[config.mk]
export PLATFORM = sky130hd
export DESIGN_NAME = pla_cfg
export DESIGN_NICKNAME = d
export VERILOG_FILES = /design/src/design/pla_pkg.sv /design/src/design/pla_cfg.sv
export SDC_FILE = /design/constraint.sdc
export NUM_CORES = 1
export LEC_CHECK = 0
export BUFFER_PORTS_ARGS = -buffer_cell sky130_fd_sc_hd__buf_2
export CAP_MARGIN = 20
export CELL_PAD_IN_SITES_DETAIL_PLACEMENT = 0
export CELL_PAD_IN_SITES_GLOBAL_PLACEMENT = 1
export CORE_ASPECT_RATIO = 0.5
export CORE_UTILIZATION = 33
export CTS_BUF_LIST = sky130_fd_sc_hd__clkbuf_16
export CTS_CLUSTER_DIAMETER = 150
export DETAILED_ROUTE_END_ITERATION = 10
export GPL_ROUTABILITY_DRIVEN = 0
export GPL_TIMING_DRIVEN = 0
export HOLD_SLACK_MARGIN = 0.06
export PLACE_DENSITY_LB_ADDON = 0.05
export SLEW_MARGIN = 20
export SYNTH_ARGS = -nofsm -noshare
export SYNTH_HDL_FRONTEND = slang
export SYNTH_SLANG_ARGS = --single-unit
export TNS_END_PERCENT = 1
[constraint.sdc]
create_clock -name i_clk -period 1.4 [get_ports i_clk]
set_clock_uncertainty 0.15 [all_clocks]
set_input_delay 0.14 -clock i_clk [delete_from_list [all_inputs] [get_ports i_clk]]
set_output_delay 0.14 -clock i_clk [all_outputs]
set_load 0.02 [all_outputs]
[src/design/pla_pkg.sv]
`timescale 1ns / 1ps
// Shared types, codes and lane helpers for the packed lane ALU.
// Used by every module of the block; depends on nothing else.
package pla_pkg;

    localparam int WORD_BITS = 64;
    localparam int WORD_BYTES = WORD_BITS / 8;
    localparam int PROD_COUNT = WORD_BYTES * WORD_BYTES;
    localparam int ROW_COUNT = 2 * WORD_BYTES;
    localparam int PART_COUNT = ROW_COUNT / 4;

    // Operation codes.
    localparam logic [2:0] OP_AND = 3'd0;
    localparam logic [2:0] OP_OR  = 3'd1;
    localparam logic [2:0] OP_XOR = 3'd2;
    localparam logic [2:0] OP_ADD = 3'd3;
    localparam logic [2:0] OP_SUB = 3'd4;
    localparam logic [2:0] OP_MUL = 3'd5;
    localparam logic [2:0] OP_NOT = 3'd6;
    localparam logic [2:0] OP_NEG = 3'd7;

    // Scalar side codes.
    localparam logic [1:0] SIDE_NONE  = 2'd0;
    localparam logic [1:0] SIDE_LEFT  = 2'd1;
    localparam logic [1:0] SIDE_RIGHT = 2'd2;

    // Configuration register indexes.
    localparam logic [1:0] CFG_OP_CODE      = 2'd0;
    localparam logic [1:0] CFG_LANE_WIDTH   = 2'd1;
    localparam logic [1:0] CFG_SCALAR_SIDE  = 2'd2;
    localparam logic [1:0] CFG_SCALAR_VALUE = 2'd3;

    // Lane width limits for arithmetic, as log2 of the lane width.
    localparam logic [2:0] LW_MIN = 3'd3;
    localparam logic [2:0] LW_MAX = 3'd6;
    localparam logic [2:0] LW_RESET = 3'd3;

    typedef struct packed {
        logic [2:0]           op;
        logic [2:0]           lw;
        logic [1:0]           side;
        logic [WORD_BITS-1:0] scalar;
    } t_cfg;

    typedef struct packed {
        logic [2:0] op;
        logic [2:0] lw;
        logic       err;
    } t_ctl;

    // Byte products, entry j*8+i holds left byte i times right byte j.
    typedef logic [PROD_COUNT-1:0][15:0] t_prod;

    // Mask of the bit position within a lane; lane setting seven counts as 64 bits.
    function automatic logic [5:0] lane_mask6(input logic [2:0] lw);
        if (lw >= 3'd6) begin
            return 6'h3F;
        end
        return 6'((7'd1 << lw) - 7'd1);
    endfunction

    // One set bit at the top of each lane.
    function automatic logic [WORD_BITS-1:0] hi_mask(input logic [2:0] lw);
        logic [WORD_BITS-1:0] h;
        logic [5:0]           m;
        m = lane_mask6(lw);
        for (int k = 0; k < WORD_BITS; k++) begin
            h[k] = ((6'(k) & m) == m);
        end
        return h;
    endfunction

endpackage

[src/design/pla_cfg.sv]
`timescale 1ns / 1ps
// Configuration registers of the packed lane ALU, written through a plain write port.
// Depends on pla_pkg for the register indexes and the configuration struct.
module pla_cfg (
    input  logic                           i_clk,
    input  logic                           i_rst_n,
    input  logic                           i_cfg_we,
    input  logic [1:0]                     i_cfg_index,
    input  logic [pla_pkg::WORD_BITS-1:0]  i_cfg_data,
    output pla_pkg::t_cfg                  o_cfg
);

    pla_pkg::t_cfg r_cfg;

    // Register writes; each register keeps only its own width.
    always_ff @(posedge i_clk) begin
        if (!i_rst_n) begin
            r_cfg.op     <= pla_pkg::OP_AND;
            r_cfg.lw     <= pla_pkg::LW_RESET;
            r_cfg.side   <= pla_pkg::SIDE_NONE;
            r_cfg.scalar <= '0;
        end else if (i_cfg_we) begin
            case (i_cfg_index)
                pla_pkg::CFG_OP_CODE:      r_cfg.op     <= i_cfg_data[2:0];
                pla_pkg::CFG_LANE_WIDTH:   r_cfg.lw     <= i_cfg_data[2:0];
                pla_pkg::CFG_SCALAR_SIDE:  r_cfg.side   <= i_cfg_data[1:0];
                pla_pkg::CFG_SCALAR_VALUE: r_cfg.scalar <= i_cfg_data;
                default: begin
                end
            endcase
        end
    end

    assign o_cfg = r_cfg;

endmodule

==> results of run 1 <==
## per-layer routing
| metal | routed length [microns] | part of all wire [%] | GRT usage (%) |
|---|---|---|---|
| met1 | 3523 | 45 | 19.08 |
| met2 | 3753 | 48 | 31.35 |
| met3 | 511 | 6.5 | 6.296 |
| met4 | 85 | 1.1 | 6.039 |
| met5 | 0 | 0 | 0 |
## power groups by stage
stage | Clock, mW | Combinational, mW | Sequential (mW)
finish | 1.91 | 0.692 | 2.16
CTS | 2.00 | 0.694 | 2.16
detailed placement | 0 | 0.547 | 2.20
floorplan | 0 | 0.230 | 2.29
global route | 2.09 | 0.750 | 2.17
global placement | 0 | 0.535 | 2.20
## through the flow
step | cells | total power [mW]
after floorplan | 308 | 2.522
final | 642 | 4.766
after global placement | 559 | 2.734
after global routing | 642 | 5.005
after CTS | 641 | 4.853
after detailed placement | 559 | 2.749
## final cells by class
type / instances / area, sq um / area share (%)
Tap cell: 112 / 140.1 / 3.012
Clock inverter: 6 / 23.77 / 0.5110
Clock buffer: 9 / 225.2 / 4.841
Inverter: 2 / 7.507 / 0.1614
Buffer: 22 / 168.9 / 3.631
Multi-Input combinational cell: 212 / 1269 / 27.27
Sequential cell: 72 / 1441 / 30.98
Timing Repair Buffer: 207 / 1376 / 29.59
## kinds of logic (layout without fill, tap and decap cells)
kind of cell,after synthesis,after routing,share of synthesized area [%]
mux,70,70,24.27
compound gates,2,2,0.5200
buf+inv,24,246,6.112
flops,72,72,49.93
simple gates,140,140,19.16
## placed cells by master (no fill, tap or decap)
cell,n
nand3b_1,1
nand4b_1,2
and3b_2,1
and3_2,1
buf_2,139
clkbuf_1,13
dlygate4sd3_1,68
o211ai_1,2
clkinv_2,1
buf_4,1
buf_6,2
buf_8,6
nor3b_1,1
nand2_1,134
clkbuf_16,9
mux2i_1,70
dfxtp_1,72
inv_1,7
## worst max-delay path by stage
stage / startpoint / end / cells after the start
floorplan: i_rst_n / o_cfg[12]$_SDFFE_PN0P_ / 5
CTS: o_cfg[48]$_SDFFE_PN0P_ / o_cfg[48] / 1
detailed placement: i_rst_n / o_cfg[21]$_SDFFE_PN0P_ / 5
global route: i_rst_n / o_cfg[33]$_SDFFE_PN0P_ / 5
finish: o_cfg[48]$_SDFFE_PN0P_ / o_cfg[48] / 1
global placement: i_rst_n / o_cfg[50]$_SDFFE_PN0P_ / 5
==> metrics.csv, run 1 <==
stage,metric,value,unit
setup_path,reg2reg start,o_cfg[31]$_SDFFE_PN0P_,
logic_synthesis,cell area after synthesis,0.002887,sq mm
power,Max VDD drop,0.6872,mV
place,Final HPWL DP,5.453,mm
setup_path,Worst Setup Start Kind,register,
logic_synthesis,Mapped Avg Cell Area,9.372,sq um
clock_tree,worst skew pair latency,0.32,ns
sta,fin. max-slew vios,0,
sta,crit share post-route,80.63,%
min_path,hold path cells,3,
run_status,status,finished clean,
sta,slew margin rel.,61.89,%
clock_tree,CTS Buffer Depth,2,
logic_synthesis,synth top area cells,"dfxtp_1 (50%), mux2i_1 (24%), nand2_1 (17%)",
floorplanning,Die Height,68.14,microns
floorplanning,Core Area,0.008230,sq mm
logic_synthesis,Post-Synthesis Cells,308,
setup_path,critical path endpoint category,output pin,
power,Pwr Density,1024,mW/mm^2
cells_and_area,fill count,747,
logic_synthesis,Yosys top cell by area,dfxtp_1,
clock_tree,Post-CTS Resized,0,
setup_path,slowest cell delay on critical path,0.35,ns
power,Int Pwr,3.628,mW
grt,first-pass GRT wire length,12.09,mm
logic_synthesis,Yosys top cell area share,49.93,%
power,power share of the clock group,40.2,%
cells_and_area,post-layout util,56.52,%
sta,Setup-failing EPs final,0,
drt,post-route ant nets,0,
power,Psw,1.138,mW
logic_synthesis,synth unique cells,14,
floorplanning,FP Rows,23,
flow_run,Max-Cap Viols,0,
power,switching share of power,23.87,%
logic_synthesis,list of most frequent post-synthesis cells,"nand2_1 (134), dfxtp_1 (72), mux2i_1 (70), clkbuf_1 (13), buf_8 (6)",
power,Leakage,2.184,nW
logic_synthesis,sequential share of the synthesized area,49.93,%
drt,initial drt markers,94,
sta,final hold vios,0,
cells_and_area,# nets final,595,
place,placed cell areas,0.003722,sq mm
logic_synthesis,most common cell in the netlist,nand2_1,
setup_path,R2R cell count,2,
logic_synthesis,Synth Register Bits,72,
cells_and_area,layout cells sized above 1,30.19,%
logic_synthesis,syn_nets,377,
power,Seq pwr share,45.3,%
grt,All-Layer GR Usage,17.25,%
clock_tree,H-tree Lvls,3,
place,Buffers on Ports,139,
grt,vias in the first global route,2700,
floorplanning,Ports,141,
cells_and_area,Area Growth Syn to Fin,61.16,%
clock_tree,CTS Hold Bufs,67,
setup_path,worst reg-to-reg setup slack,0.63,ns
drt,drt total wl,7.873,mm
setup_path,CP bufs+invs,1,
floorplanning,die width,134.3,microns
setup_path,WS Path Type,register to output pin,
logic_synthesis,"Top FF cell, synth",dfxtp_1,
min_path,worst hold path endpoint,o_cfg[69]$_SDFFE_PN0P_,
setup_path,Worst R2R End,o_cfg[31]$_SDFFE_PN0P_,
logic_synthesis,YS warnings,0,
cells_and_area,antenna cells,0,
cells_and_area,max FFs per register,72,
drt,drc violations,0,
setup_path,"CP delay by family, top",flip-flops,
sta,fin crit period,1.129,ns
clock_tree,CTS root buffer,clkbuf_16,
grt,largest net degree at the start of global routing,11,
setup_path,Critical-path top delay cell,dfxtp_1,
setup_path,CP max FO,2,
cells_and_area,post-route cell area,0.004652,sq mm
place,Place WS,0.01269,ns
min_path,Hold WC Path Type,input port to register,
setup_path,crit path DAT,0.84,ns
setup_path,CP required,1.11,ns
sta,PnR worst setup slack,0.2711,ns
clock_tree,Post-CTS Setup Bufs,0,
sta,RSZ-0062 raised after global routing,false,
sta,Worst Tran Pin Value,0.5704,ns
drt,DR vias/cell,4.399,
logic_synthesis,"EDFF count, synth",0,
drt,First-pass DRT Iterations,4,
sta,fmax,885.9,MHz
min_path,Worst Hold Launch,i_cfg_index[0],
setup_path,crit-path cells,buf_2,
sta,setup TNS,0,ns
drt,Avg WL per Cell,12.26,microns
sta,Min Hold Slack,0.05295,ns
floorplanning,Initial Util,35.07,%
clock_tree,CTS buffer count,9,
clock_tree,CTS tree,done,
floorplanning,die area,0.009148,sq mm
power,Comb power frac,14.5,%
grt,initial antenna violation count,0,
clock_tree,clock slew at reported path FFs,0.05,ns
grt,"Remaining Overflow, GRT",0,
drt,via count,2824,
clock_tree,CTS Sinks,72,
logic_synthesis,Async SR Flop Fraction,0,%
Power figures use the tool's default switching activity.
==> run 2, diff against run 1 <==
- ABC_AREA: default -> 1
- CORE_UTILIZATION: 33 -> 27
- clock period: 1.4 -> 0.9 ns (I/O delays scaled with it)
==> metrics.csv, run 2 <==
stage,metric,value,unit,change
drt,via count,3188,,+13%
logic_synthesis,"EDFF count, synth",0,,unchanged
floorplanning,Initial Util,28.40,%,-6.7 points
cells_and_area,most frequent cells in the layout,"nand2_1 (139), nor2_1 (138), buf_6 (79)",,
cells_and_area,"most common cell after layout, fill and taps aside",nand2_1,,
setup_path,worst reg-to-reg setup slack,0.11,ns,-0.52 ns
clock_tree,H-tree Lvls,3,,unchanged
clock_tree,worst skew pair latency,0.33,ns,about the same
clock_tree,CTS Buffer Depth,2,,unchanged
place,Final HPWL DP,5.692,mm,+4.4%
place,Buffers on Ports,139,,unchanged
run_status,failing checks,"negative hold slack, negative setup slack",,
cells_and_area,# nets final,739,,+24%
drt,post-route ant nets,0,,unchanged
drt,DR vias/cell,3.926,,-11%
clock_tree,CTS buffer count,9,,unchanged
setup_path,Worst Setup Start Kind,register,,
power,Max VDD drop,0.9230,mV,+34%
sta,crit share post-route,114.2,%,
floorplanning,Ports,141,,unchanged
logic_synthesis,Yosys top cell by area,dfxtp_1,,
min_path,Worst Hold Launch,i_cfg_data[1],,
sta,fin. max-slew vios,0,,unchanged
place,Inst Count DP,736,,+32%
sta,PnR worst setup slack,-0.1276,ns,-0.3987 ns
setup_path,"CP delay by family, top",flip-flops,,
logic_synthesis,list of most frequent post-synthesis cells,"nand2_1 (139), nor2_1 (138), dfxtp_1 (72), inv_1 (72), buf_2 (9)",,
floorplanning,die area,0.01143,sq mm,+25%
drt,drc violations,0,,unchanged
sta,Setup-failing EPs final,72,,+72
cells_and_area,layout cells sized above 1,36.46,%,+6.3 points
sta,final hold vios,9,,+9
drt,initial drt markers,80,,-15%
logic_synthesis,sequential share of the synthesized area,48.61,%,-1.3 points
setup_path,reg2reg start,o_cfg[68]$_SDFFE_PN0P_,,
floorplanning,die width,150.2,microns,+12%
place,Place WS,-0.3424,ns,-0.3551 ns
run_status,status,"complete, but fails checks",,
clock_tree,CTS root buffer,clkbuf_16,,
floorplanning,FP Rows,26,,+13%
min_path,hold path cells,3,,unchanged
cells_and_area,max FFs per register,72,,unchanged
logic_synthesis,Async SR Flop Fraction,0,%,unchanged
sta,fmax,973.1,MHz,
sta,Min Hold Slack,-0.07655,ns,-0.1295 ns
setup_path,CP bufs+invs,1,,unchanged
grt,largest net degree at the start of global routing,11,,unchanged
grt,first-pass GRT wire length,14.47,mm,+20%
min_path,worst hold path endpoint,o_cfg[65]$_SDFFE_PN0P_,,
setup_path,WS Path Type,register to output pin,,
drt,Avg WL per Cell,10.75,microns,-12%
floorplanning,Die Height,76.11,microns,+12%
sta,slew margin rel.,70.51,%,+8.6 points
setup_path,crit path DAT,0.79,ns,-0.05 ns
grt,initial antenna violation count,0,,unchanged
grt,"Remaining Overflow, GRT",0,,unchanged
flow_run,Max-Cap Viols,0,,unchanged
sta,Worst Tran Pin Value,0.4424,ns,-0.1281 ns
grt,vias in the first global route,3260,,+21%
clock_tree,CTS Sinks,72,,unchanged
clock_tree,CTS Hold Bufs,63,,-6.0%
setup_path,R2R cell count,4,,+2
setup_path,crit-path cells,buf_6,,
logic_synthesis,Post-Synthesis Cells,457,,+48%
setup_path,CP max FO,2,,unchanged
cells_and_area,antenna cells,0,,unchanged
cells_and_area,Non-Filler Instances,812,,+26%
cells_and_area,Area Growth Syn to Fin,77.76,%,
cells_and_area,post-layout util,50.48,%,-6.0 points
logic_synthesis,syn_nets,526,,+40%
logic_synthesis,YS warnings,0,,unchanged
logic_synthesis,synth top area cells,"dfxtp_1 (49%), nand2_1 (18%), nor2_1 (17%)",,
drt,First-pass DRT Iterations,4,,unchanged
setup_path,CP required,0.66,ns,-0.45 ns
clock_tree,CTS tree,done,,
logic_synthesis,cell area after synthesis,0.002965,sq mm,+2.7%
sta,fin crit period,1.028,ns,
logic_synthesis,synth unique cells,11,,-3
setup_path,Critical-path top delay cell,dfxtp_2,,
drt,drt total wl,8.728,mm,+11%
setup_path,Worst R2R End,o_cfg[68]$_SDFFE_PN0P_,,
power,Pwr Density,1521,mW/mm^2,+48%
cells_and_area,fill count,1083,,+45%
logic_synthesis,most common cell in the netlist,nand2_1,,
logic_synthesis,Yosys top cell area share,48.61,%,-1.3 points
logic_synthesis,Mapped Avg Cell Area,6.489,sq um,-31%
sta,RSZ-0062 raised after global routing,true,,
logic_synthesis,Synth Register Bits,72,,unchanged
clock_tree,clock slew at reported path FFs,0.06,ns,about the same
logic_synthesis,"Top FF cell, synth",dfxtp_1,,
grt,All-Layer GR Usage,16.11,%,-1.1 points
power,Leakage,2.841,nW,+30%
min_path,Hold WC Path Type,input port to register,,
setup_path,critical path endpoint category,output pin,,
setup_path,slowest cell delay on critical path,0.34,ns,about the same
floorplanning,Core Area,0.01044,sq mm,+27%
clock_tree,Post-CTS Setup Bufs,0,,unchanged
[run 2: layer usage]
| layer | wire, microns | global-route usage [%] | up-vias |
|---|---|---|---|
| met5 | 0 | 0 | - |
| met4 | 95 | 4.343 | 0 |
| met3 | 554 | 6.048 | 12 |
| met2 | 3920 | 27.18 | 87 |
| met1 | 4157 | 19.08 | 1364 |
| li1 | - | - | 1725 |
[run 2: kinds of logic after synthesis]
kind of cell	synth area share, %
AND/OR/NAND/NOR	36.84
AO/OA/AOI/OAI	0.5062
flip-flops	48.61
buffers and inverters	14.05
[run 2: through the flow]
stage	setup TNS (ns)	total power [mW]	cell area [sq um]	hold WS (ns)
6_report	-7.873	8.017	5271	-0.07655
4_1_cts	-9.121	8.139	5253	-0.07843
3_3_place_gp	-21.40	4.570	3836	0.1618
3_5_place_dp	-21.88	4.571	3836	0.1669
5_1_grt	-10.36	8.456	5271	-0.06995
2_1_floorplan	0	4.138	2965	0.07492
[run 2: layout make-up]
class,count,area (sq um),share of cell area [%]
Timing Repair Buffer,202,1767,33.52
Sequential cell,72,1531,29.05
Multi-Input combinational cell,290,1112,21.10
Inverter,72,270.3,5.127
Clock buffer,9,225.2,4.272
Buffer,23,175.2,3.323
Tap cell,140,175.2,3.323
Clock inverter,4,15.01,0.2848
[run 2: timing repair]
action,4_1_cts,5_1_grt
endpoints found under the hold margin,72,11
gates resized for setup,218,23
setup endpoints to repair,73,131
[run 2: worst reg2reg max path, stage by stage (launching register included)]
cell     delay (ns)
dfxtp_2        0.34
inv_1          0.04
nand2_1        0.05
nand2_1        0.05
nor2_1         0.09
[run 2: worst max path at each step]
stage                                 startpoint                      to  slack [ns]  depth (start not counted)
after floorplan                         i_cfg_we   o_cfg[0]$_SDFFE_PN0P_        0.02                          5
after global placement            i_cfg_index[0]  o_cfg[55]$_SDFFE_PN0P_       -0.32                          6
after detailed placement          i_cfg_index[0]  o_cfg[18]$_SDFFE_PN0P_       -0.34                          6
after CTS                 o_cfg[68]$_SDFFE_PN0P_               o_cfg[68]       -0.14                          1
after global routing      o_cfg[68]$_SDFFE_PN0P_               o_cfg[68]       -0.17                          1
final                     o_cfg[68]$_SDFFE_PN0P_               o_cfg[68]       -0.13                          1
[run 2: report_power, final]
group / total (mW) / switching, mW / internal, mW
clock: 3.03 / 1.25 / 1.78
sequential: 3.51 / 0.113 / 3.39
combinational: 1.48 / 0.705 / 0.774
