## config.mk

```make
export PLATFORM = sky130hd
export DESIGN_NAME = pla_operand
export DESIGN_NICKNAME = d
export VERILOG_FILES = /design/src/design/pla_pkg.sv /design/src/design/pla_operand.sv
export SDC_FILE = /design/constraint.sdc
export NUM_CORES = 1
export LEC_CHECK = 0
export BUFFER_PORTS_ARGS = -buffer_cell sky130_fd_sc_hd__buf_2
export CORE_AREA = 2 2 134 136
export DETAILED_ROUTE_END_ITERATION = 10
export DIE_AREA = 0 0 136 138
export PLACE_DENSITY = 0.81
export SYNTH_ARGS = -nofsm -noshare
export SYNTH_HDL_FRONTEND = slang
export SYNTH_SLANG_ARGS = --single-unit
```

## constraint.sdc

```tcl
create_clock -name i_clk -period 4.94 [get_ports i_clk]
set_clock_uncertainty 0.05 [all_clocks]
set_input_delay 0.741 -clock i_clk [delete_from_list [all_inputs] [get_ports i_clk]]
set_output_delay 0.741 -clock i_clk [all_outputs]
set_load 0.01 [all_outputs]
```

## src/design/pla_pkg.sv

```systemverilog
`timescale 1ns / 1ps
// Shared types, codes and lane helpers for the packed lane ALU.
// Used by every module of the block; depends on nothing else.
package pla_pkg;

    localparam int WORD_BITS = 64;
    localparam int WORD_BYTES = WORD_BITS / 8;
    localparam int PROD_COUNT = WORD_BYTES * WORD_BYTES;
    localparam int ROW_COUNT = 2 * WORD_BYTES;
    localparam int PART_COUNT = ROW_COUNT / 4;

    // Operation codes.
    localparam logic [2:0] OP_AND = 3'd0;
    localparam logic [2:0] OP_OR  = 3'd1;
    localparam logic [2:0] OP_XOR = 3'd2;
    localparam logic [2:0] OP_ADD = 3'd3;
    localparam logic [2:0] OP_SUB = 3'd4;
    localparam logic [2:0] OP_MUL = 3'd5;
    localparam logic [2:0] OP_NOT = 3'd6;
    localparam logic [2:0] OP_NEG = 3'd7;

    // Scalar side codes.
    localparam logic [1:0] SIDE_NONE  = 2'd0;
    localparam logic [1:0] SIDE_LEFT  = 2'd1;
    localparam logic [1:0] SIDE_RIGHT = 2'd2;

    // Configuration register indexes.
    localparam logic [1:0] CFG_OP_CODE      = 2'd0;
    localparam logic [1:0] CFG_LANE_WIDTH   = 2'd1;
    localparam logic [1:0] CFG_SCALAR_SIDE  = 2'd2;
    localparam logic [1:0] CFG_SCALAR_VALUE = 2'd3;

    // Lane width limits for arithmetic, as log2 of the lane width.
    localparam logic [2:0] LW_MIN = 3'd3;
    localparam logic [2:0] LW_MAX = 3'd6;
    localparam logic [2:0] LW_RESET = 3'd3;

    typedef struct packed {
        logic [2:0]           op;
        logic [2:0]           lw;
        logic [1:0]           side;
        logic [WORD_BITS-1:0] scalar;
    } t_cfg;

    typedef struct packed {
        logic [2:0] op;
        logic [2:0] lw;
        logic       err;
    } t_ctl;

    // Byte products, entry j*8+i holds left byte i times right byte j.
    typedef logic [PROD_COUNT-1:0][15:0] t_prod;

    // Mask of the bit position within a lane; lane setting seven counts as 64 bits.
    function automatic logic [5:0] lane_mask6(input logic [2:0] lw);
        if (lw >= 3'd6) begin
            return 6'h3F;
        end
        return 6'((7'd1 << lw) - 7'd1);
    endfunction

    // One set bit at the top of each lane.
    function automatic logic [WORD_BITS-1:0] hi_mask(input logic [2:0] lw);
        logic [WORD_BITS-1:0] h;
        logic [5:0]           m;
        m = lane_mask6(lw);
        for (int k = 0; k < WORD_BITS; k++) begin
            h[k] = ((6'(k) & m) == m);
        end
        return h;
    endfunction

endpackage

```

## src/design/pla_operand.sv

```systemverilog
`timescale 1ns / 1ps
// First pipeline stage: operand selection with scalar replication and error decode.
// Depends on pla_pkg for codes, types and the lane mask helper.
module pla_operand (
    input  logic                           i_clk,
    input  logic                           i_rst_n,
    input  logic                           i_valid,
    output logic                           o_ready,
    input  logic [pla_pkg::WORD_BITS-1:0]  i_left,
    input  logic [pla_pkg::WORD_BITS-1:0]  i_right,
    input  pla_pkg::t_cfg                  i_cfg,
    input  logic                           i_ready_dn,
    output logic                           o_valid,
    output logic [pla_pkg::WORD_BITS-1:0]  o_a,
    output logic [pla_pkg::WORD_BITS-1:0]  o_b,
    output pla_pkg::t_ctl                  o_ctl
);

    logic                          r_valid;
    logic [pla_pkg::WORD_BITS-1:0] r_a;
    logic [pla_pkg::WORD_BITS-1:0] r_b;
    pla_pkg::t_ctl                 r_ctl;

    logic [pla_pkg::WORD_BITS-1:0] n_a;
    logic [pla_pkg::WORD_BITS-1:0] n_b;
    pla_pkg::t_ctl                 n_ctl;
    logic [pla_pkg::WORD_BITS-1:0] rep;
    logic                          unary;
    logic                          arith;

    // Copy the low lane of the scalar into every lane.
    function automatic logic [pla_pkg::WORD_BITS-1:0] replicate(
        input logic [pla_pkg::WORD_BITS-1:0] v,
        input logic [2:0]                    lw
    );
        logic [pla_pkg::WORD_BITS-1:0] out;
        logic [5:0]                    m;
        m = pla_pkg::lane_mask6(lw);
        for (int k = 0; k < pla_pkg::WORD_BITS; k++) begin
            out[k] = v[6'(k) & m];
        end
        return out;
    endfunction

    // Decode the op class and pick the operands.
    always_comb begin
        unary = (i_cfg.op == pla_pkg::OP_NOT) || (i_cfg.op == pla_pkg::OP_NEG);
        arith = i_cfg.op inside {pla_pkg::OP_ADD, pla_pkg::OP_SUB,
                                 pla_pkg::OP_MUL, pla_pkg::OP_NEG};
        rep = replicate(i_cfg.scalar, i_cfg.lw);
        n_a = (!unary && i_cfg.side == pla_pkg::SIDE_LEFT) ? rep : i_left;
        n_b = (!unary && i_cfg.side == pla_pkg::SIDE_RIGHT) ? rep : i_right;
        n_ctl.op  = i_cfg.op;
        n_ctl.lw  = i_cfg.lw;
        n_ctl.err = arith && (i_cfg.lw < pla_pkg::LW_MIN || i_cfg.lw > pla_pkg::LW_MAX);
    end

    assign o_ready = !r_valid || i_ready_dn;

    // Stage valid bit.
    always_ff @(posedge i_clk) begin
        if (!i_rst_n) begin
            r_valid <= 1'b0;
        end else if (o_ready) begin
            r_valid <= i_valid;
        end
    end

    // Stage payload.
    always_ff @(posedge i_clk) begin
        if (o_ready && i_valid) begin
            r_a   <= n_a;
            r_b   <= n_b;
            r_ctl <= n_ctl;
        end
    end

    assign o_valid = r_valid;
    assign o_a     = r_a;
    assign o_b     = r_b;
    assign o_ctl   = r_ctl;

endmodule

```

==> flow_metrics.tcl, run 1 <==
set metrics [dict create \
    wl_per_cell_um 21.0 \
    clk_pin_slew_ns 0.06 \
    drv_slew 0 \
    root_buffer "clkbuf_16" \
    power_mw 3.32 \
    final_antenna_net_count 0 \
    irDropWorstVdd_v 0.000231 \
    slew-limit-headroom_pct 29.7 \
    std_cell_rows 49 \
    vias 6349 \
    dp_slack_ns 1.51 \
    path_cells "buf_2 > buf_4 > nand2_1 > o22ai_1 > nor4_1 > mux2_2" \
    grt_overflow 0 \
    syn_to_final_growth_pct 33.9 \
    drt_pass1_iterations 5 \
    tightest_slew_ns 1.05 \
    gp_congestion 0.881 \
    synth_xor_area_share_pct 0.123 \
    final_common_cell "buf_2" \
    crit_arrival_ns 3.16 \
    cts_hold_buf 0 \
    synth_simple_gate_area_share_pct 12.0 \
    leakagePower_nw 4.17 \
    synth_top_family_by_area "compound AO/OA/AOI/OAI gates" \
    die_h_um 138 \
    cts_made_buffers 17 \
    path_max_fanout 43 \
    period_needed_ns 3.04 \
    pin_count 341 \
    maxCapViolCount 0 \
    hold_path_startpoint "i_cfg[69]" \
    clock_sinks 136 \
    rsz0062_at_grt "no" \
    tns_ns 0 \
    ctsLongestPathBuffers 2 \
    grt_start_max_net_pins 69 \
    ys_seq_elements 136 \
    synthAdderAreaFrac_pct 0 \
    cp_slowest_stage_delay_ns 0.70 \
    final_cell_mix "340 x buf_2, 135 x edfxtp_1, 120 x nand2_1, 57 x o21ai_0, 46 x mux2_2" \
    drc 0 \
    async_reset_ff_share_pct 0 \
    grt_pass1_wl_um 36200 \
    outcome "complete, no violations" \
    drive_gt1_share_pct 46.5 \
    synthFlopType "edfxtp_1" \
    cts_max_level 4 \
    hold_class "input pin to flop" \
    hold_slack_ns 0.468 \
    fin_crit_sh_pct 61.5 \
    clock.fmax_mhz 329 \
    syn-num-nets 825 \
    cp-startpoint "i_cfg[68]" \
    dp.final_hpwl_um 18700 \
    grt_pass1_vias 6173 \
    syn_inst 621 \
    setup_ws_ns 1.90 \
    track_usage_pct 26.1 \
    synth_edf_count 135 \
    cts_tree "done" \
    power_density_nw_per_um2 348 \
    netlist_area_um2 7110 \
    port_buffers 340 \
    routed_wl_um 24800 \
    via_per_inst 5.37 \
    die_w_um 136 \
    post-cts-setup-buffers 0 \
    setup-violations-final 0 \
    design.core.area_um2 17500 \
    ys_seq_area_share_pct 57.3 \
    antenna_found_initial 5 \
    muxShareOfSynthArea_pct 12.3 \
    place_area_um2 8890 \
    hold_violations 0 \
    nNetsFinal 1142 \
    post_cts_resized 0 \
    num-fill-cells 1560 \
    synth_cell_types 62 \
    critPathLaunchType "input pin" \
    crit_path_top_delay_cell "nand2_1" \
    worstSkewPairLatency_ns 0.42 \
    initial_core_util_pct 40.5 \
    critPathRequiredTime_ns 5.06 \
    end_kind "flop" \
    yosys_warnings 0 \
    drt-initial-drc-count 524 \
    avgSynthCellArea_um2 11.4 \
    synth-compound-area-share_pct 14.3 \
    final_cell_area_um2 9520 \
    die_area_um2 18800 \
    path_class "input pin to flop" \
    r2r-start "o_valid" \
]
==> metal layers <==
layer | track usage, % | wire length, um | share of wire (%)
met1 | 32.4 | 9790 | 39
met2 | 44.5 | 12400 | 50
met3 | 7.66 | 2160 | 8.7
met4 | 7.02 | 396 | 1.6
met5 | 0 | 21 | 0.085
==> Yosys cell counts, types with 3 or more instances <==
| cell | count | area (um2) |
|---|---|---|
| buf_2 | 21 | 105 |
| nor2b_1 | 3 | 18.8 |
| nand2_1 | 120 | 450 |
| o21a_1 | 4 | 30.0 |
| buf_6 | 3 | 33.8 |
| a21oi_1 | 26 | 130 |
| or2_2 | 3 | 18.8 |
| and3b_1 | 3 | 26.3 |
| a31oi_1 | 8 | 50.1 |
| o22ai_1 | 4 | 25.0 |
| o211ai_1 | 3 | 22.5 |
| a21boi_0 | 3 | 22.5 |
| edfxtp_1 | 135 | 4050 |
| mux2_2 | 46 | 518 |
| nand2b_1 | 10 | 62.6 |
| clkbuf_1 | 20 | 75.1 |
| buf_4 | 4 | 30.0 |
| nor3_1 | 4 | 20.0 |
| o21ai_0 | 57 | 285 |
| nor2_1 | 35 | 131 |
| inv_1 | 6 | 22.5 |
| o221ai_1 | 5 | 43.8 |
| o31ai_1 | 7 | 52.6 |
| mux2i_1 | 30 | 300 |
| o22a_1 | 3 | 26.3 |
| and2_1 | 5 | 31.3 |
| o21bai_1 | 5 | 37.5 |
| a221o_1 | 5 | 50.1 |
==> power breakdown <==
group / leakage (nW) / internal, mW / switching (mW)
logic: 2.55 / 0.225 / 0.327
clock network: 0.297 / 0.846 / 0.517
registers: 1.32 / 1.38 / 0.0225
==> sequential cells by signal, summed over array words and instances, names as in the netlist <==
register	flops
o_valid	1
o_ctl	7
o_a	64
o_b	64
==> path summary, 6_finish.rpt <==
kind	slack [ns]	cells after the start	to
setup / recovery	1.90	6	o_a[22]
hold reg to reg	0.50	2	o_valid
hold / removal	0.47	1	o_ctl[4]
setup reg to reg	2.76	3	o_b[53]
==> worst max-delay path, delay by kind of cell <==
| family | cells | cell delay, ns |
|---|---|---|
| AND/OR/NAND/NOR | 2 | 0.81 |
| buffers and inverters | 2 | 0.84 |
| multiplexers | 1 | 0.28 |
| AO/OA/AOI/OAI | 1 | 0.47 |
==> through the flow <==
step	std cells	util (%)
after detailed placement	1148	50.7
after CTS	1180	54.3
final	1182	54.3
after floorplan	621	-
after global routing	1181	54.3
after global placement	1148	50.7
==> cell families after synthesis <==
group | count (synthesis)
buf+inv | 55
compound gates | 155
xor+xnor | 1
mux | 79
simple gates | 195
flops | 136
==> cell type report <==
| class | instances | area (um2) | area share [%] |
|---|---|---|---|
| Multi-Input combinational cell | 430 | 2750 | 28.9 |
| Sequential cell | 136 | 4070 | 42.8 |
| Timing Repair Buffer | 347 | 1750 | 18.4 |
| Tap cell | 229 | 287 | 3.01 |
| Antenna cell | 2 | 5.00 | 0.0526 |
| Clock inverter | 15 | 200 | 2.10 |
| Clock buffer | 17 | 425 | 4.47 |
| Inverter | 6 | 22.5 | 0.237 |
(Power assumes the default switching activity.)
==> inputs of run 2 (changes only) <==
--- a/config.mk
+++ b/config.mk
@@ -6,10 +6,10 @@
 export NUM_CORES = 1
 export LEC_CHECK = 0
 export BUFFER_PORTS_ARGS = -buffer_cell sky130_fd_sc_hd__buf_2
-export CORE_AREA = 2 2 134 136
+export CORE_MARGIN = 2
+export CORE_UTILIZATION = 42
 export DETAILED_ROUTE_END_ITERATION = 10
-export DIE_AREA = 0 0 136 138
-export PLACE_DENSITY = 0.81
+export PLACE_DENSITY = 0.86
 export SYNTH_ARGS = -nofsm -noshare
 export SYNTH_HDL_FRONTEND = slang
 export SYNTH_SLANG_ARGS = --single-unit
==> constraint.sdc (replaced) <==
create_clock -name i_clk -period 2.7 [get_ports i_clk]
set_clock_uncertainty 0.05 [all_clocks]
set_input_delay 0.405 -clock i_clk [delete_from_list [all_inputs] [get_ports i_clk]]
set_output_delay 0.405 -clock i_clk [all_outputs]
set_load 0.01 [all_outputs]
==> run 2 against run 1 <==
Sequential power grew 84%. Global-route usage grew 0.88 points. Via count grew 0.98%. Non-clock buffer count grew 26. Total power grew 81%. Final area grew 2.3%. Utilization grew 4.4 points. Clock power grew 76%. Wire length shrank 0.19%. Sequential share of layout area shrank 0.96 points.
==> flow_metrics.tcl, run 2 (synthesis results as in run 1) <==
set metrics [dict create \
    clock.fmax_mhz 502 \
    path_class "input pin to flop" \
    drive_gt1_share_pct 47.9 \
    irDropWorstVdd_v 0.000416 \
    ctsLongestPathBuffers 2 \
    drt_pass1_iterations 5 \
    final_cell_mix "340 x buf_2, 135 x edfxtp_1, 120 x nand2_1, 57 x o21ai_0, 46 x mux2_2" \
    die_h_um 134 \
    final_antenna_net_count 0 \
    cts_made_buffers 17 \
    path_max_fanout 27 \
    hold_violations 0 \
    clock_sinks 136 \
    post_cts_resized 0 \
    die_area_um2 18000 \
    drv_slew 0 \
    outcome "complete, no violations" \
    drt-initial-drc-count 525 \
    pin_count 341 \
    tightest_slew_ns 0.633 \
    dpl.cell_count 1165 \
    crit_arrival_ns 2.23 \
    post-cts-setup-buffers 0 \
    antenna_found_initial 3 \
    drc 0 \
    routed_wl_um 24700 \
    critPathRequiredTime_ns 2.94 \
    cts_max_level 4 \
    slew-limit-headroom_pct 57.8 \
    cts_hold_buf 0 \
    num-fill-cells 1412 \
    finalNonFillerCells 1198 \
    finish.utilization_pct 58.7 \
    port_buffers 340 \
    fin_crit_sh_pct 73.8 \
    grt_start_max_net_pins 77 \
    clk_pin_slew_ns 0.06 \
    grt_pass1_vias 6423 \
    wl_per_cell_um 20.7 \
    hold_class "input pin to flop" \
    tns_ns 0 \
    power_density_nw_per_um2 617 \
    place_area_um2 9140 \
    final_cell_area_um2 9740 \
    cts_tree "done" \
    critPathLaunchType "input pin" \
    syn_to_final_growth_pct 37.0 \
    die_w_um 134 \
    track_usage_pct 27.0 \
    hold_slack_ns 0.125 \
    grt_pass1_wl_um 36100 \
    leakagePower_nw 4.31 \
    rsz0062_at_grt "no" \
    end_kind "flop" \
    via_per_inst 5.35 \
    nNetsFinal 1168 \
    maxCapViolCount 0 \
    power_mw 6.01 \
    multiInputGateArea_um2 2750 \
    dp_slack_ns 0.266 \
    root_buffer "clkbuf_16" \
    worstSkewPairLatency_ns 0.42 \
    setup_ws_ns 0.709 \
    gp_congestion 0.917 \
    initial_core_util_pct 42.9 \
    regArea_um2 4070 \
    final_common_cell "buf_2" \
    vias 6411 \
    std_cell_rows 47 \
    period_needed_ns 1.99 \
    setup-violations-final 0 \
    grt_overflow 0 \
    dp.final_hpwl_um 19200 \
    design.core.area_um2 16600 \
]
-- run 2: final cells by class --
cell class | instances | area share (%)
Multi-Input combinational cell | 430 | 28.3
Tap cell | 220 | 2.83
Timing Repair Buffer | 373 | 20.7
Clock inverter | 15 | 1.80
Inverter | 6 | 0.231
Antenna cell | 1 | 0.0257
Clock buffer | 17 | 4.37
Sequential cell | 136 | 41.8
-- run 2: layer usage --
metal	global-route usage [%]	part of all wire (%)
met5	0	0.065
met4	8.30	1.8
met3	6.99	9.1
met2	47.7	50
met1	32.5	39
-- run 2: final timing paths --
path | from | endpoint | slack, ns | cells past startpoint
worst max-delay path | i_cfg[67] | o_b[51] | 0.71 | 5
worst min-delay path | i_cfg[69] | o_ctl[4] | 0.12 | 1
worst max register to register | o_valid | o_a[29] | 1.30 | 3
worst min register to register | o_valid | o_valid | 0.50 | 2
-- run 2: power breakdown --
group          total [mW]  internal (mW)  switching, mW
Combinational        1.05          0.447          0.608
Clock                2.39           1.45          0.937
Sequential           2.57           2.53         0.0400
Total                6.01           4.43           1.59
-- run 2: worst max-delay path: stages --
cell     delay, ns
buf_2         0.42
and2_1        0.59
a21oi_1       0.12
a21oi_1       0.43
mux2_2        0.26
==> inputs of run 3 (changes only) <==
==> constraint.sdc (replaced) <==
create_clock -name i_clk -period 1.8 [get_ports i_clk]
set_clock_uncertainty 0.05 [all_clocks]
set_input_delay 0.27 -clock i_clk [delete_from_list [all_inputs] [get_ports i_clk]]
set_output_delay 0.27 -clock i_clk [all_outputs]
set_load 0.01 [all_outputs]
==> run 3 against run 2 <==
Clock power increased by 44%. Utilization is 3.9 points higher. Global-route usage is 0.48 points higher. Die area unchanged. Non-clock buffer count grew 75. First-iteration DRC count is 11% lower. Cell count rose by 6.2%. Critical path depth grew 2. Wire length increased by 3.7%. Sequential power up 50%. Flip-flop and latch count unchanged. Critical path type unchanged.
==> flow_metrics.tcl, run 3 (synthesis results as in run 1) <==
set metrics [dict create \
    outcome "complete, no violations" \
    irDropWorstVdd_v 0.000701 \
    initial_core_util_pct 42.9 \
    final_antenna_net_count 0 \
    maxCapViolCount 0 \
    crit_arrival_ns 1.89 \
    dp_slack_ns -0.206 \
    drt-initial-drc-count 469 \
    final_common_cell "buf_2" \
    critPathLaunchType "input pin" \
    die_area_um2 18000 \
    ctsLongestPathBuffers 2 \
    design.core.area_um2 16600 \
    std_cell_rows 47 \
    dp.final_hpwl_um 19900 \
    drt_pass1_iterations 6 \
    grt_pass1_vias 6889 \
    die_h_um 134 \
    power_density_nw_per_um2 872 \
    reg2reg_setup_slack_ns 0.41 \
    period_needed_ns 1.77 \
    clk_pin_slew_ns 0.06 \
    clock_sinks 136 \
    ff2ff_path_depth 3 \
    p_int_mw 6.65 \
    fin_crit_sh_pct 98.5 \
    die_w_um 134 \
    dpl.cell_count 1234 \
    port_buffers 340 \
    pin_count 341 \
    hold_depth 1 \
    track_usage_pct 27.5 \
    clkPwrFrac_pct 38.0 \
    netSwitchingFraction_pct 26.6 \
    end_kind "flop" \
    power_frac_comb_pct 19.5 \
    root_buffer "clkbuf_16" \
    clock.fmax_mhz 564 \
    critPathRequiredTime_ns 1.91 \
    drc 0 \
    grt_pass1_wl_um 37100 \
    vias 6754 \
    final_cell_mix "340 x buf_2, 135 x edfxtp_1, 119 x nand2_1, 94 x buf_4, 57 x o21ai_0" \
    nNetsFinal 1243 \
    syn_to_final_growth_pct 46.2 \
    slew-limit-headroom_pct 67.3 \
    leakagePower_nw 4.70 \
    wl_per_cell_um 20.2 \
    worstSkewPairLatency_ns 0.42 \
    routed_wl_um 25700 \
    diodes 0 \
    hold_class "input pin to flop" \
    grt_start_max_net_pins 77 \
    cts_made_buffers 17 \
    path_class "input pin to flop" \
    gp_congestion 0.880 \
    cts_max_level 4 \
    seq_power_share_pct 42.5 \
    finalNonFillerCells 1272 \
    setup_ws_ns 0.0263 \
    setup-violations-final 0 \
    grt_overflow 0 \
    antenna_found_initial 0 \
    power.switching_mw 2.41 \
    power_mw 9.06 \
    path_max_fanout 26 \
    cts_tree "done" \
    tightest_slew_ns 0.486 \
    via_per_inst 5.31 \
    hold_violations 0 \
    drv_slew 0 \
    drive_gt1_share_pct 51.5 \
    hold_slack_ns 0.0435 \
]
run 3: worst paths after layout:
path / from / end
worst max register to register: o_valid / o_a[0]
worst min-delay path: i_cfg[70] / o_ctl[5]
worst max-delay path: i_cfg[71] / o_b[60]
worst min register to register: o_valid / o_valid
run 3: timing repair:
action                                  CTS  global route
buffers inserted                          0             2
hold buffers                              2             0
endpoints found under the setup margin    0            22
gates resized for setup                   0             1
endpoints found under the hold margin     2             0
run 3: worst max-delay path, stage by stage:
cell and delay, ns:
dlygate4sd3_1 0.54, buf_2 0.15, nand2_2 0.09, nand3b_1 0.08, buf_4 0.17, clkbuf_16 0.19
a221o_1 0.37
run 3: area by class of cell:
| cell class | instances | area [um2] |
|---|---|---|
| flip-flops and latches | 136 | 4080 |
| fillers | 1321 | 6190 |
| clock inverters | 15 | 153 |
| clock buffers | 17 | 425 |
| repair buffers | 448 | 2680 |
| well taps | 220 | 275 |
| multi-input cells | 430 | 2760 |
| inverters | 6 | 22.5 |
run 3: power groups by stage:
stage,Sequential [mW],Clock (mW),Combinational [mW]
after CTS,3.85,3.48,1.75
final,3.85,3.45,1.77
after global placement,3.90,0,1.70
after floorplan,4.05,0,0.697
after global routing,3.86,3.61,1.91
after detailed placement,3.91,0,1.74
run 3: metrics by stage:
step	instance area (um2)	utilization (%)	TNS [ns]
floorplan	7120	-	-10.56
global placement	9730	58.7	-6.20
detailed placement	9730	58.7	-8.64
CTS	10300	62.3	0
global route	10400	62.7	-0.00165
finish	10400	62.7	0
run 3: per-layer routing:
metal  share of wire [%]  up-vias  global-route usage, %
li1                    -     3144                      -
met1                  38     3183                   31.6
met4                 3.8        0                   11.6
met2                  50      367                   48.0
met3                 8.7       60                   8.13
met5                   0        -                      0
